## src/sv/hss_pkg.sv

```systemverilog
// Shared types, constants and lookup functions for the hall six-step commutation block.
`default_nettype none

package hss_pkg;

   localparam int POT_BITS_DEFAULT = 12;
   localparam int VAL_W            = 14;   // period, top, compare width
   localparam int SECTOR_W         = 3;
   localparam int COUNT_W          = 8;
   localparam int DEAD_W           = 10;
   localparam int GAIN_W           = 16;
   localparam int CSR_ADDR_W       = 2;
   localparam int CSR_DATA_W       = 16;
   localparam int RSP_DATA_W       = 88;
   localparam int RSP_USER_W       = 2;

   localparam logic [VAL_W-1:0]    PERIOD_RESET   = 14'd10000;
   localparam logic [VAL_W-1:0]    PERIOD_SLOW    = 14'd10000;
   localparam logic [15:0]         POT_LOW_LIMIT  = 16'd800;
   localparam logic [15:0]         POT_HIGH_LIMIT = 16'd3000;
   localparam logic [15:0]         PERIOD_BASE    = 16'd9200;
   localparam logic [DEAD_W-1:0]   DEAD_RESET     = 10'd160;
   localparam logic [GAIN_W-1:0]   GAIN_RESET     = 16'd19661;
   localparam logic [COUNT_W-1:0]  ENTER_RESET    = 8'd10;
   localparam logic [COUNT_W-1:0]  LEAVE_RESET    = 8'd14;
   localparam logic [COUNT_W-1:0]  TICK_RESET     = 8'd100;
   localparam logic [COUNT_W-1:0]  TICK_SIX_STEP  = 8'd100;
   localparam logic [COUNT_W-1:0]  TICK_WRAP      = 8'd200;
   localparam logic [SECTOR_W-1:0] SECTOR_INVALID = 3'd6;

   typedef enum logic [1:0] {
      OP_HALL    = 2'd0,
      OP_TICK    = 2'd1,
      OP_CAPTURE = 2'd2,
      OP_NONE    = 2'd3
   } op_type;

   typedef enum logic [CSR_ADDR_W-1:0] {
      CSR_DEAD_TIME   = 2'd0,
      CSR_DRIVE_GAIN  = 2'd1,
      CSR_ENTER_SINE  = 2'd2,
      CSR_LEAVE_SINE  = 2'd3
   } csr_index_type;

   typedef enum logic [2:0] {
      ST_IDLE,
      ST_EXEC,
      ST_MUL1,
      ST_MUL2,
      ST_COMPARE,
      ST_DONE
   } state_type;

   typedef enum logic [1:0] {
      PH_HALF  = 2'd0,
      PH_PLUS  = 2'd1,
      PH_MINUS = 2'd2
   } phase_type;

   typedef struct packed {
      logic capture;
      logic exec;
      logic mul1;
      logic mul2;
      logic compare;
      logic load_out;
   } ctrl_cmd_type;

   typedef struct packed {
      logic need_compare;
   } dp_status_type;

   // Hall code is u + 2*w + 4*v.
   function automatic logic [SECTOR_W-1:0] sector_of(input logic [2:0] code);
      logic [SECTOR_W-1:0] s;
      unique case (code)
         3'd1:    s = 3'd4;
         3'd2:    s = 3'd2;
         3'd3:    s = 3'd3;
         3'd4:    s = 3'd0;
         3'd5:    s = 3'd5;
         3'd6:    s = 3'd1;
         default: s = SECTOR_INVALID;
      endcase
      return s;
   endfunction

   function automatic phase_type phase_of(input logic [SECTOR_W-1:0] sector,
                                          input logic [1:0] k);
      phase_type p;
      unique case ({sector, k})
         {3'd0, 2'd0}: p = PH_PLUS;
         {3'd0, 2'd1}: p = PH_MINUS;
         {3'd1, 2'd0}: p = PH_PLUS;
         {3'd1, 2'd2}: p = PH_MINUS;
         {3'd2, 2'd1}: p = PH_PLUS;
         {3'd2, 2'd2}: p = PH_MINUS;
         {3'd3, 2'd0}: p = PH_MINUS;
         {3'd3, 2'd1}: p = PH_PLUS;
         {3'd4, 2'd0}: p = PH_MINUS;
         {3'd4, 2'd2}: p = PH_PLUS;
         {3'd5, 2'd1}: p = PH_MINUS;
         {3'd5, 2'd2}: p = PH_PLUS;
         default:      p = PH_HALF;
      endcase
      return p;
   endfunction

endpackage

`default_nettype wire

```

## src/sv/hss_ctrl.sv

```systemverilog
// Sequencer for the commutation block: update, multiply and compare if needed, then output.
`default_nettype none

module hss_ctrl
   import hss_pkg::*;
(
   input  wire logic          clock,
   input  wire logic          reset,
   input  wire logic          req_tvalid,
   output logic               req_tready,
   output logic               rsp_tvalid,
   input  wire logic          rsp_tready,
   input  wire dp_status_type status,
   output ctrl_cmd_type       cmd
);

   state_type state_ff, state_in;
   logic      rsp_valid_ff, rsp_valid_in;

   always_ff @(posedge clock) begin
      if (reset) begin
         state_ff     <= ST_IDLE;
         rsp_valid_ff <= 1'b0;
      end else begin
         state_ff     <= state_in;
         rsp_valid_ff <= rsp_valid_in;
      end
   end

   always_comb begin
      state_in   = state_ff;
      cmd        = '0;
      req_tready = 1'b0;
      unique case (state_ff)
         ST_IDLE: begin
            req_tready = 1'b1;
            if (req_tvalid) begin
               cmd.capture = 1'b1;
               state_in    = ST_EXEC;
            end
         end
         ST_EXEC: begin
            cmd.exec = 1'b1;
            state_in = status.need_compare ? ST_MUL1 : ST_DONE;
         end
         ST_MUL1: begin
            cmd.mul1 = 1'b1;
            state_in = ST_MUL2;
         end
         ST_MUL2: begin
            cmd.mul2 = 1'b1;
            state_in = ST_COMPARE;
         end
         ST_COMPARE: begin
            cmd.compare = 1'b1;
            state_in    = ST_DONE;
         end
         ST_DONE: begin
            // hold until the output register is free
            if (!rsp_valid_ff || rsp_tready) begin
               cmd.load_out = 1'b1;
               state_in     = ST_IDLE;
            end
         end
         default: state_in = ST_IDLE;
      endcase
   end

   always_comb begin
      if (cmd.load_out)
         rsp_valid_in = 1'b1;
      else if (rsp_tready)
         rsp_valid_in = 1'b0;
      else
         rsp_valid_in = rsp_valid_ff;
   end

   assign rsp_tvalid = rsp_valid_ff;

endmodule

`default_nettype wire

```

## src/sv/hss_dp.sv

```systemverilog
// Datapath: motor state, settings, carrier and compare arithmetic, result register.
`default_nettype none

module hss_dp
   import hss_pkg::*;
#(
   parameter int POT_BITS = POT_BITS_DEFAULT
) (
   input  wire logic                  clock,
   input  wire logic                  reset,
   input  wire logic [1:0]            item_op,
   input  wire logic                  item_hall_u,
   input  wire logic                  item_hall_v,
   input  wire logic                  item_hall_w,
   input  wire logic [POT_BITS-1:0]   item_pot,
   input  wire logic                  csr_we,
   input  wire logic [CSR_ADDR_W-1:0] csr_addr,
   input  wire logic [CSR_DATA_W-1:0] csr_wdata,
   input  wire ctrl_cmd_type          cmd,
   output dp_status_type              status,
   output logic [RSP_DATA_W-1:0]      rsp_data,
   output logic [RSP_USER_W-1:0]      rsp_user
);

   localparam int P1_W = POT_BITS + VAL_W;
   localparam int P2_W = P1_W + GAIN_W;

   // settings
   logic [DEAD_W-1:0]  dead_ff;
   logic [GAIN_W-1:0]  gain_ff;
   logic [COUNT_W-1:0] enter_ff;
   logic [COUNT_W-1:0] leave_ff;

   // latched item
   op_type              op_ff;
   logic [2:0]          code_ff;
   logic [POT_BITS-1:0] pot_ff;

   // motor state
   logic [VAL_W-1:0]    period_ff, period_in;
   logic [VAL_W-1:0]    top_ff, top_in;
   logic [VAL_W-1:0]    cmp_ff [3];
   logic [VAL_W-1:0]    cmp_in [3];
   logic [SECTOR_W-1:0] sector_ff, sector_in;
   logic [COUNT_W-1:0]  tick_ff, tick_in;
   logic [COUNT_W-1:0]  capture_ff, capture_in;
   logic                sine_ff, sine_in;
   logic                drv_ff, drv_in;
   logic                cmpu_ff, cmpu_in;

   logic [P1_W-1:0]     prod1_ff;
   logic [P2_W-1:0]     prod2_ff;
   logic [RSP_DATA_W-1:0] rsp_data_ff;
   logic [RSP_USER_W-1:0] rsp_user_ff;

   logic [15:0]         pot_ext;
   logic [SECTOR_W-1:0] hall_sector;
   logic [VAL_W-1:0]    period_new;
   logic [COUNT_W-1:0]  tick_inc;
   logic [VAL_W-1:0]    delta;
   logic [VAL_W-1:0]    half;
   logic [VAL_W:0]      sum;
   logic [VAL_W-1:0]    plus_val;
   logic [VAL_W-1:0]    minus_val;

   always_ff @(posedge clock) begin
      if (reset) begin
         dead_ff  <= DEAD_RESET;
         gain_ff  <= GAIN_RESET;
         enter_ff <= ENTER_RESET;
         leave_ff <= LEAVE_RESET;
      end else if (csr_we) begin
         unique case (csr_index_type'(csr_addr))
            CSR_DEAD_TIME:  dead_ff  <= csr_wdata[DEAD_W-1:0];
            CSR_DRIVE_GAIN: gain_ff  <= csr_wdata[GAIN_W-1:0];
            CSR_ENTER_SINE: enter_ff <= csr_wdata[COUNT_W-1:0];
            CSR_LEAVE_SINE: leave_ff <= csr_wdata[COUNT_W-1:0];
            default: ;
         endcase
      end
   end

   always_ff @(posedge clock) begin
      if (cmd.capture) begin
         op_ff   <= op_type'(item_op);
         code_ff <= {item_hall_v, item_hall_w, item_hall_u};
         pot_ff  <= item_pot;
      end
      if (cmd.mul1)
         prod1_ff <= P1_W'(pot_ff) * P1_W'(top_ff);
      if (cmd.mul2)
         prod2_ff <= P2_W'(prod1_ff) * P2_W'(gain_ff);
      if (cmd.load_out) begin
         rsp_data_ff <= {6'd0, capture_ff, sine_ff, sector_ff,
                         cmp_ff[2], cmp_ff[1], cmp_ff[0], top_ff, period_ff};
         rsp_user_ff <= {cmpu_ff, drv_ff};
      end
   end

   always_ff @(posedge clock) begin
      if (reset) begin
         period_ff  <= PERIOD_RESET;
         top_ff     <= '0;
         cmp_ff     <= '{default: '0};
         sector_ff  <= '0;
         tick_ff    <= TICK_RESET;
         capture_ff <= '0;
         sine_ff    <= 1'b0;
         drv_ff     <= 1'b0;
         cmpu_ff    <= 1'b0;
      end else begin
         period_ff  <= period_in;
         top_ff     <= top_in;
         cmp_ff     <= cmp_in;
         sector_ff  <= sector_in;
         tick_ff    <= tick_in;
         capture_ff <= capture_in;
         sine_ff    <= sine_in;
         drv_ff     <= drv_in;
         cmpu_ff    <= cmpu_in;
      end
   end

   assign pot_ext     = 16'(pot_ff);
   assign hall_sector = sector_of(code_ff);
   assign tick_inc    = tick_ff + 8'd1;

   always_comb begin
      if (pot_ext < POT_LOW_LIMIT)
         period_new = PERIOD_SLOW;
      else if (pot_ext < POT_HIGH_LIMIT)
         period_new = VAL_W'(PERIOD_BASE + pot_ext);
      else
         period_new = period_ff;
   end

   assign status.need_compare = (op_ff == OP_HALL) && !sine_ff
                                && (hall_sector != SECTOR_INVALID);

   // delta = pot * top * gain >> (POT_BITS + 16)
   assign delta     = prod2_ff[P2_W-1 -: VAL_W];
   assign half      = {1'b0, top_ff[VAL_W-1:1]};
   assign sum       = {1'b0, half} + {1'b0, delta};
   assign plus_val  = (sum > {1'b0, top_ff}) ? top_ff : sum[VAL_W-1:0];
   assign minus_val = (delta > half) ? '0 : half - delta;

   always_comb begin
      period_in  = period_ff;
      top_in     = top_ff;
      cmp_in     = cmp_ff;
      sector_in  = sector_ff;
      tick_in    = tick_ff;
      capture_in = capture_ff;
      sine_in    = sine_ff;
      drv_in     = drv_ff;
      cmpu_in    = cmpu_ff;

      if (cmd.exec) begin
         drv_in  = 1'b0;
         cmpu_in = 1'b0;
         case (op_ff)
            OP_HALL: begin
               sector_in = hall_sector;
               if (!sine_ff) begin
                  period_in = period_new;
                  top_in    = VAL_W'({1'b0, period_new} + (VAL_W + 1)'(dead_ff));
                  drv_in    = 1'b1;
               end
            end
            OP_TICK: begin
               if (tick_inc >= TICK_SIX_STEP)
                  sine_in = 1'b0;
               tick_in = (tick_inc >= TICK_WRAP) ? TICK_SIX_STEP : tick_inc;
            end
            OP_CAPTURE: begin
               capture_in = tick_ff;
               tick_in    = '0;
               // leaving wins when both thresholds hold
               if (tick_ff >= leave_ff)
                  sine_in = 1'b0;
               else if (tick_ff <= enter_ff)
                  sine_in = 1'b1;
            end
            default: ;
         endcase
      end

      if (cmd.compare) begin
         cmpu_in = 1'b1;
         for (int k = 0; k < 3; k++) begin
            case (phase_of(sector_ff, 2'(k)))
               PH_PLUS:  cmp_in[k] = plus_val;
               PH_MINUS: cmp_in[k] = minus_val;
               default:  cmp_in[k] = half;
            endcase
         end
      end
   end

   assign rsp_data = rsp_data_ff;
   assign rsp_user = rsp_user_ff;

endmodule

`default_nettype wire

```

## src/sv/hall_six_step_commutation.sv

```systemverilog
// Hall six-step commutation: top level joining the sequencer and the datapath.
// Steps: a six-step hall edge with a valid code passes update, two registered multiplies,
// compare and output load after the transfer in; other items pass update and output load.
// Throughput: one item at a time; the next transfer in is taken once the sequencer is back
// in idle, after the last result is loaded, which waits while a stalled result is held.
// Reset: synchronous; state and settings return to their reset values, no result pending.
`default_nettype none

module hall_six_step_commutation
   import hss_pkg::*;
#(
   parameter int POT_BITS = POT_BITS_DEFAULT
) (
   input  wire logic                  clock,
   input  wire logic                  reset,
   // tdata: hall_u, hall_v, hall_w, pot_level (lowest bit first), zero filled
   input  wire logic [((3 + POT_BITS + 7) / 8) * 8 - 1:0] req_tdata,
   input  wire logic [1:0]            req_tuser,   // cmd
   input  wire logic                  req_tvalid,
   output logic                       req_tready,
   // tdata: carrier_period, carrier_top, compare_u, compare_v, compare_w,
   //        sector_out, sine_mode_out, captured_count (lowest bit first), zero filled
   output logic [RSP_DATA_W-1:0]      rsp_tdata,
   output logic [RSP_USER_W-1:0]      rsp_tuser,   // drive_update, compare_update
   output logic                       rsp_tvalid,
   input  wire logic                  rsp_tready,
   input  wire logic                  csr_we,
   input  wire logic [CSR_ADDR_W-1:0] csr_addr,
   input  wire logic [CSR_DATA_W-1:0] csr_wdata
);

   ctrl_cmd_type  cmd;
   dp_status_type status;

   hss_ctrl u_ctrl (
      .clock      (clock),
      .reset      (reset),
      .req_tvalid (req_tvalid),
      .req_tready (req_tready),
      .rsp_tvalid (rsp_tvalid),
      .rsp_tready (rsp_tready),
      .status     (status),
      .cmd        (cmd)
   );

   hss_dp #(
      .POT_BITS (POT_BITS)
   ) u_dp (
      .clock       (clock),
      .reset       (reset),
      .item_op     (req_tuser),
      .item_hall_u (req_tdata[0]),
      .item_hall_v (req_tdata[1]),
      .item_hall_w (req_tdata[2]),
      .item_pot    (req_tdata[3 +: POT_BITS]),
      .csr_we      (csr_we),
      .csr_addr    (csr_addr),
      .csr_wdata   (csr_wdata),
      .cmd         (cmd),
      .status      (status),
      .rsp_data    (rsp_tdata),
      .rsp_user    (rsp_tuser)
   );

endmodule

`default_nettype wire

```

## config.mk

```make
export PLATFORM = sky130hd
export DESIGN_NAME = hall_six_step_commutation
export DESIGN_NICKNAME = d
export VERILOG_FILES = /design/src/sv/hss_pkg.sv /design/src/sv/hss_ctrl.sv /design/src/sv/hss_dp.sv /design/src/sv/hall_six_step_commutation.sv
export SDC_FILE = /design/constraint.sdc
export NUM_CORES = 2
export LEC_CHECK = 0
export ABC_AREA = 1
export BUFFER_PORTS_ARGS = -buffer_cell sky130_fd_sc_hd__buf_2
export CAP_MARGIN = 20
export CORE_MARGIN = 5
export CORE_UTILIZATION = 35
export CTS_CLUSTER_SIZE = 30
export DETAILED_ROUTE_END_ITERATION = 10
export PLACE_DENSITY = 0.52
export SYNTH_ARGS = -nofsm -noshare
export SYNTH_HDL_FRONTEND = slang
export SYNTH_SLANG_ARGS = --single-unit
```

## constraint.sdc

```tcl
create_clock -name clock -period 8.9 [get_ports clock]
set_clock_uncertainty 0.15 [all_clocks]
set_input_delay 0.89 -clock clock [delete_from_list [all_inputs] [get_ports clock]]
set_output_delay 0.89 -clock clock [all_outputs]
set_load 0.01 [all_outputs]
```

==> results.py <==
metrics = {
    "drt": {
        "ant_nets": 0,
        "drt-total-wl_um": 90500,
        "drt-vias-per-instance": 4.76,
        "drc": 0,
        "drtIter0Drc": 1780,
        "route.vias.total": 25889,
        "dr.pass1.iters": 7,
        "wire_per_inst_um": 16.6,
    },
    "grt": {
        "grt_pass1_vias": 26289,
        "grtUsageMet3_pct": 2.19,
        "grt_first_pass_wirelength_um": 145000,
        "grt_max_degree": 85,
        "top_usage_layer": "met2",
        "met2_usage_pct": 30.4,
        "grtUsageTotal_pct": 18.1,
        "grt_util_met1_pct": 25.9,
        "grt_antenna_before_repair": 1,
        "grt_overflow_total": 0,
    },
    "power_and_ir_drop": {
        "power.leakage_nw": 18.5,
        "power_per_cell_area_nw_per_um2": 259,
        "vdd_ir_drop_max_mv": 0.316,
    },
    "timing": {
        "post-route-period-util_pct": 73.0,
        "finalSetupTns_ns": 0,
        "worstMarginPinSlew_ns": 1.12,
        "maxSlewViolCount": 0,
        "whs_ns": 0.258,
        "fmax_mhz": 154,
        "finalHoldViolCount": 0,
        "setup_viol": 0,
        "slew_headroom_pct": 25.2,
        "fin_crit_ns": 6.49,
        "rsz0062_at_grt": "no",
    },
    "layout": {
        "drive_gt1_share_pct": 7.45,
        "syn2layout_area_growth_pct": 7.93,
        "fill_cells": 9959,
        "nets": 4915,
        "n_antenna_cell": 0,
        "stdcell_area_um2": 35700,
        "final_core_util_pct": 38.1,
    },
    "critical_path": {
        "crit_path_start_kind": "register",
        "cp_max_fo": 27,
        "crit_type": "register to register",
        "critPathRequiredTime_ns": 9.06,
        "arrival_ns": 6.66,
        "crit_path_end_kind": "register",
    },
    "clock_tree": {
        "clock_latency_ns": 0.57,
        "htree_levels": 1,
        "clockBufferDepth": 3,
        "clkSlewWorstSetupHoldPaths_ns": 0.07,
        "cts_inserted_buffers": 27,
        "cts_resized": 0,
        "post_cts_buffers": 0,
        "clockRootBuffer": "clkbuf_16",
        "cts_tree": "yes",
        "cts_hold_buf": 0,
        "cts.sinks": 279,
    },
    "logic_synthesis": {
        "ys_seq_area_share_pct": 21.2,
        "synth_seq_cells": 279,
        "yosys.area.top_type_share_pct": 27.6,
        "ys_types": 52,
        "synthArstFlopShare_pct": 0,
        "syn-cell-area_um2": 33100,
        "yosys_warnings": 0,
        "synth_ff_type": "edfxtp_1",
        "yosys.area.top_type": "fa_1",
        "synth_area_leaders": "fa_1 (28%), edfxtp_1 (13%), nand2_1 (11%)",
        "syn_area_per_cell_um2": 7.94,
        "synth_edf_count": 141,
        "syn-instance-count": 4167,
    },
    "floorplan": {
        "dieArea_um2": 101000,
        "core_um2": 93600,
        "io_pins": 133,
        "row_count": 112,
        "die_w_um": 317,
        "die_y_um": 317,
        "start_util_pct": 35.3,
    },
    "placement": {
        "place.gp.congestion": 0.901,
        "port_buffers": 125,
        "hpwl_um": 70800,
        "placed_area_um2": 34800,
    },
    "worst_hold_path": {
        "hold_path_class": "register to register",
    },
    "flow_run": {
        "cap_violations": 0,
    },
    "run_status": {
        "outcome": "complete, no violations",
    },
}
==> critical path, cell delays in order, from the launching register on <==
cell and delay, ns:
dfxtp_2 0.88, nand2_1 0.17, fa_1 0.58, inv_1 0.05, fa_1 0.47, inv_1 0.06
fa_1 0.49, inv_1 0.05, fa_1 0.49, fa_1 0.52, inv_1 0.05, fa_1 0.47
inv_1 0.04, ha_1 0.38, a21o_1 0.23, a31oi_1 0.30, nand2_1 0.15, a221oi_1 0.40
nand3_1 0.13, nand2_1 0.08, nand2_1 0.07
==> through the flow <==
step,setup WS [ns],instances,total power [mW]
floorplan,2.71,4172,6.29
global placement,2.39,5390,8.12
detailed placement,2.41,5391,8.10
CTS,2.40,5441,9.35
global route,2.10,5441,10.3
finish,2.41,5441,9.26
==> synthesized netlist by cell type, types with 8 or more instances <==
| cell type | instances |
|---|---|
| buf_1 | 8 |
| buf_2 | 17 |
| nand3_1 | 205 |
| xnor2_1 | 18 |
| a21oi_2 | 30 |
| o21bai_1 | 11 |
| inv_2 | 11 |
| o21ai_0 | 121 |
| clkbuf_1 | 161 |
| dfxtp_1 | 138 |
| a21o_1 | 12 |
| a21oi_1 | 218 |
| nor3_1 | 21 |
| nand4_1 | 29 |
| nand2_4 | 11 |
| nor2_1 | 194 |
| inv_1 | 953 |
| a31oi_1 | 11 |
| edfxtp_1 | 141 |
| fa_1 | 456 |
| o21ai_1 | 8 |
| nand2_2 | 17 |
| buf_4 | 14 |
| ha_1 | 252 |
| nand2_1 | 1003 |
| xor2_1 | 44 |
==> kinds of logic after synthesis <==
kind of cell | share of synthesized area, %
xor+xnor | 1.64
simple gates | 19.0
other cells | 0.0113
fa+ha+maj | 37.1
mux | 0.0303
buf+inv | 13.6
compound gates | 7.43
flops | 21.2
==> area by class of cell <==
type | count | area, um^2 | share of cell area, %
sequential | 279 | 7000 | 19.6
tap | 1254 | 1570 | 4.40
timing repair buffer | 169 | 971 | 2.72
inverter | 967 | 3630 | 10.2
clock buffer | 32 | 726 | 2.03
multi-input combinational | 2722 | 21600 | 60.5
clock inverter | 18 | 190 | 0.533
==> registers in the layout (all words and copies together) (netlist names), 8 cells and up <==
name	flops
u_dp.tick_ff	8
u_dp.gain_ff	16
u_dp.rsp_data	82
u_dp.pot_ff	12
u_dp.leave_ff	8
u_dp.cmp_ff	42
u_dp.dead_ff	10
u_dp.capture_ff	8
u_dp.prod2_ff	14
u_dp.top_ff	14
u_dp.enter_ff	8
u_dp.prod1_ff	26
u_dp.period_ff	14
==> report_power, final <==
group / internal (mW) / total (mW) / switching, mW
clock: 0.676 / 1.20 / 0.521
sequential: 1.54 / 1.67 / 0.126
combinational: 2.22 / 6.40 / 4.18
total: 4.44 / 9.26 / 4.83
==> path summary, 6_finish.rpt <==
kind                       from                end  slack (ns)  cells past startpoint
max             u_dp.gain_ff[4]  u_dp.prod2_ff[37]        2.41                     20
max reg2reg     u_dp.gain_ff[4]  u_dp.prod2_ff[37]        2.41                     20
min reg2reg  u_dp.capture_ff[5]  u_dp.rsp_data[79]        0.26                      0
min          u_dp.capture_ff[5]  u_dp.rsp_data[79]        0.26                      0
==> placed cells by master, fill, tap and decap left out, types with 11 or more instances in the layout <==
master        n
nand2_1    1003
inv_1       951
fa_1        456
ha_1        252
a21oi_1     218
nand3_1     205
nor2_1      192
edfxtp_1    141
dfxtp_1     133
buf_2       124
o21ai_0     121
xor2_1       44
buf_4        44
a21oi_2      30
nand4_1      29
clkbuf_16    28
nor3_1       21
xnor2_1      18
nand2_2      17
inv_2        13
a21o_1       12
o21bai_1     11
a31oi_1      11
nand2_4      11
==> layer usage <==
| metal | vias up | part of all wire [%] |
|---|---|---|
| li1 | 12579 | - |
| met1 | 12664 | 47 |
| met2 | 566 | 47 |
| met3 | 80 | 5.1 |
| met4 | 0 | 1.3 |
| met5 | - | 0 |
No activity file was read; power rests on OpenSTA's default activity.
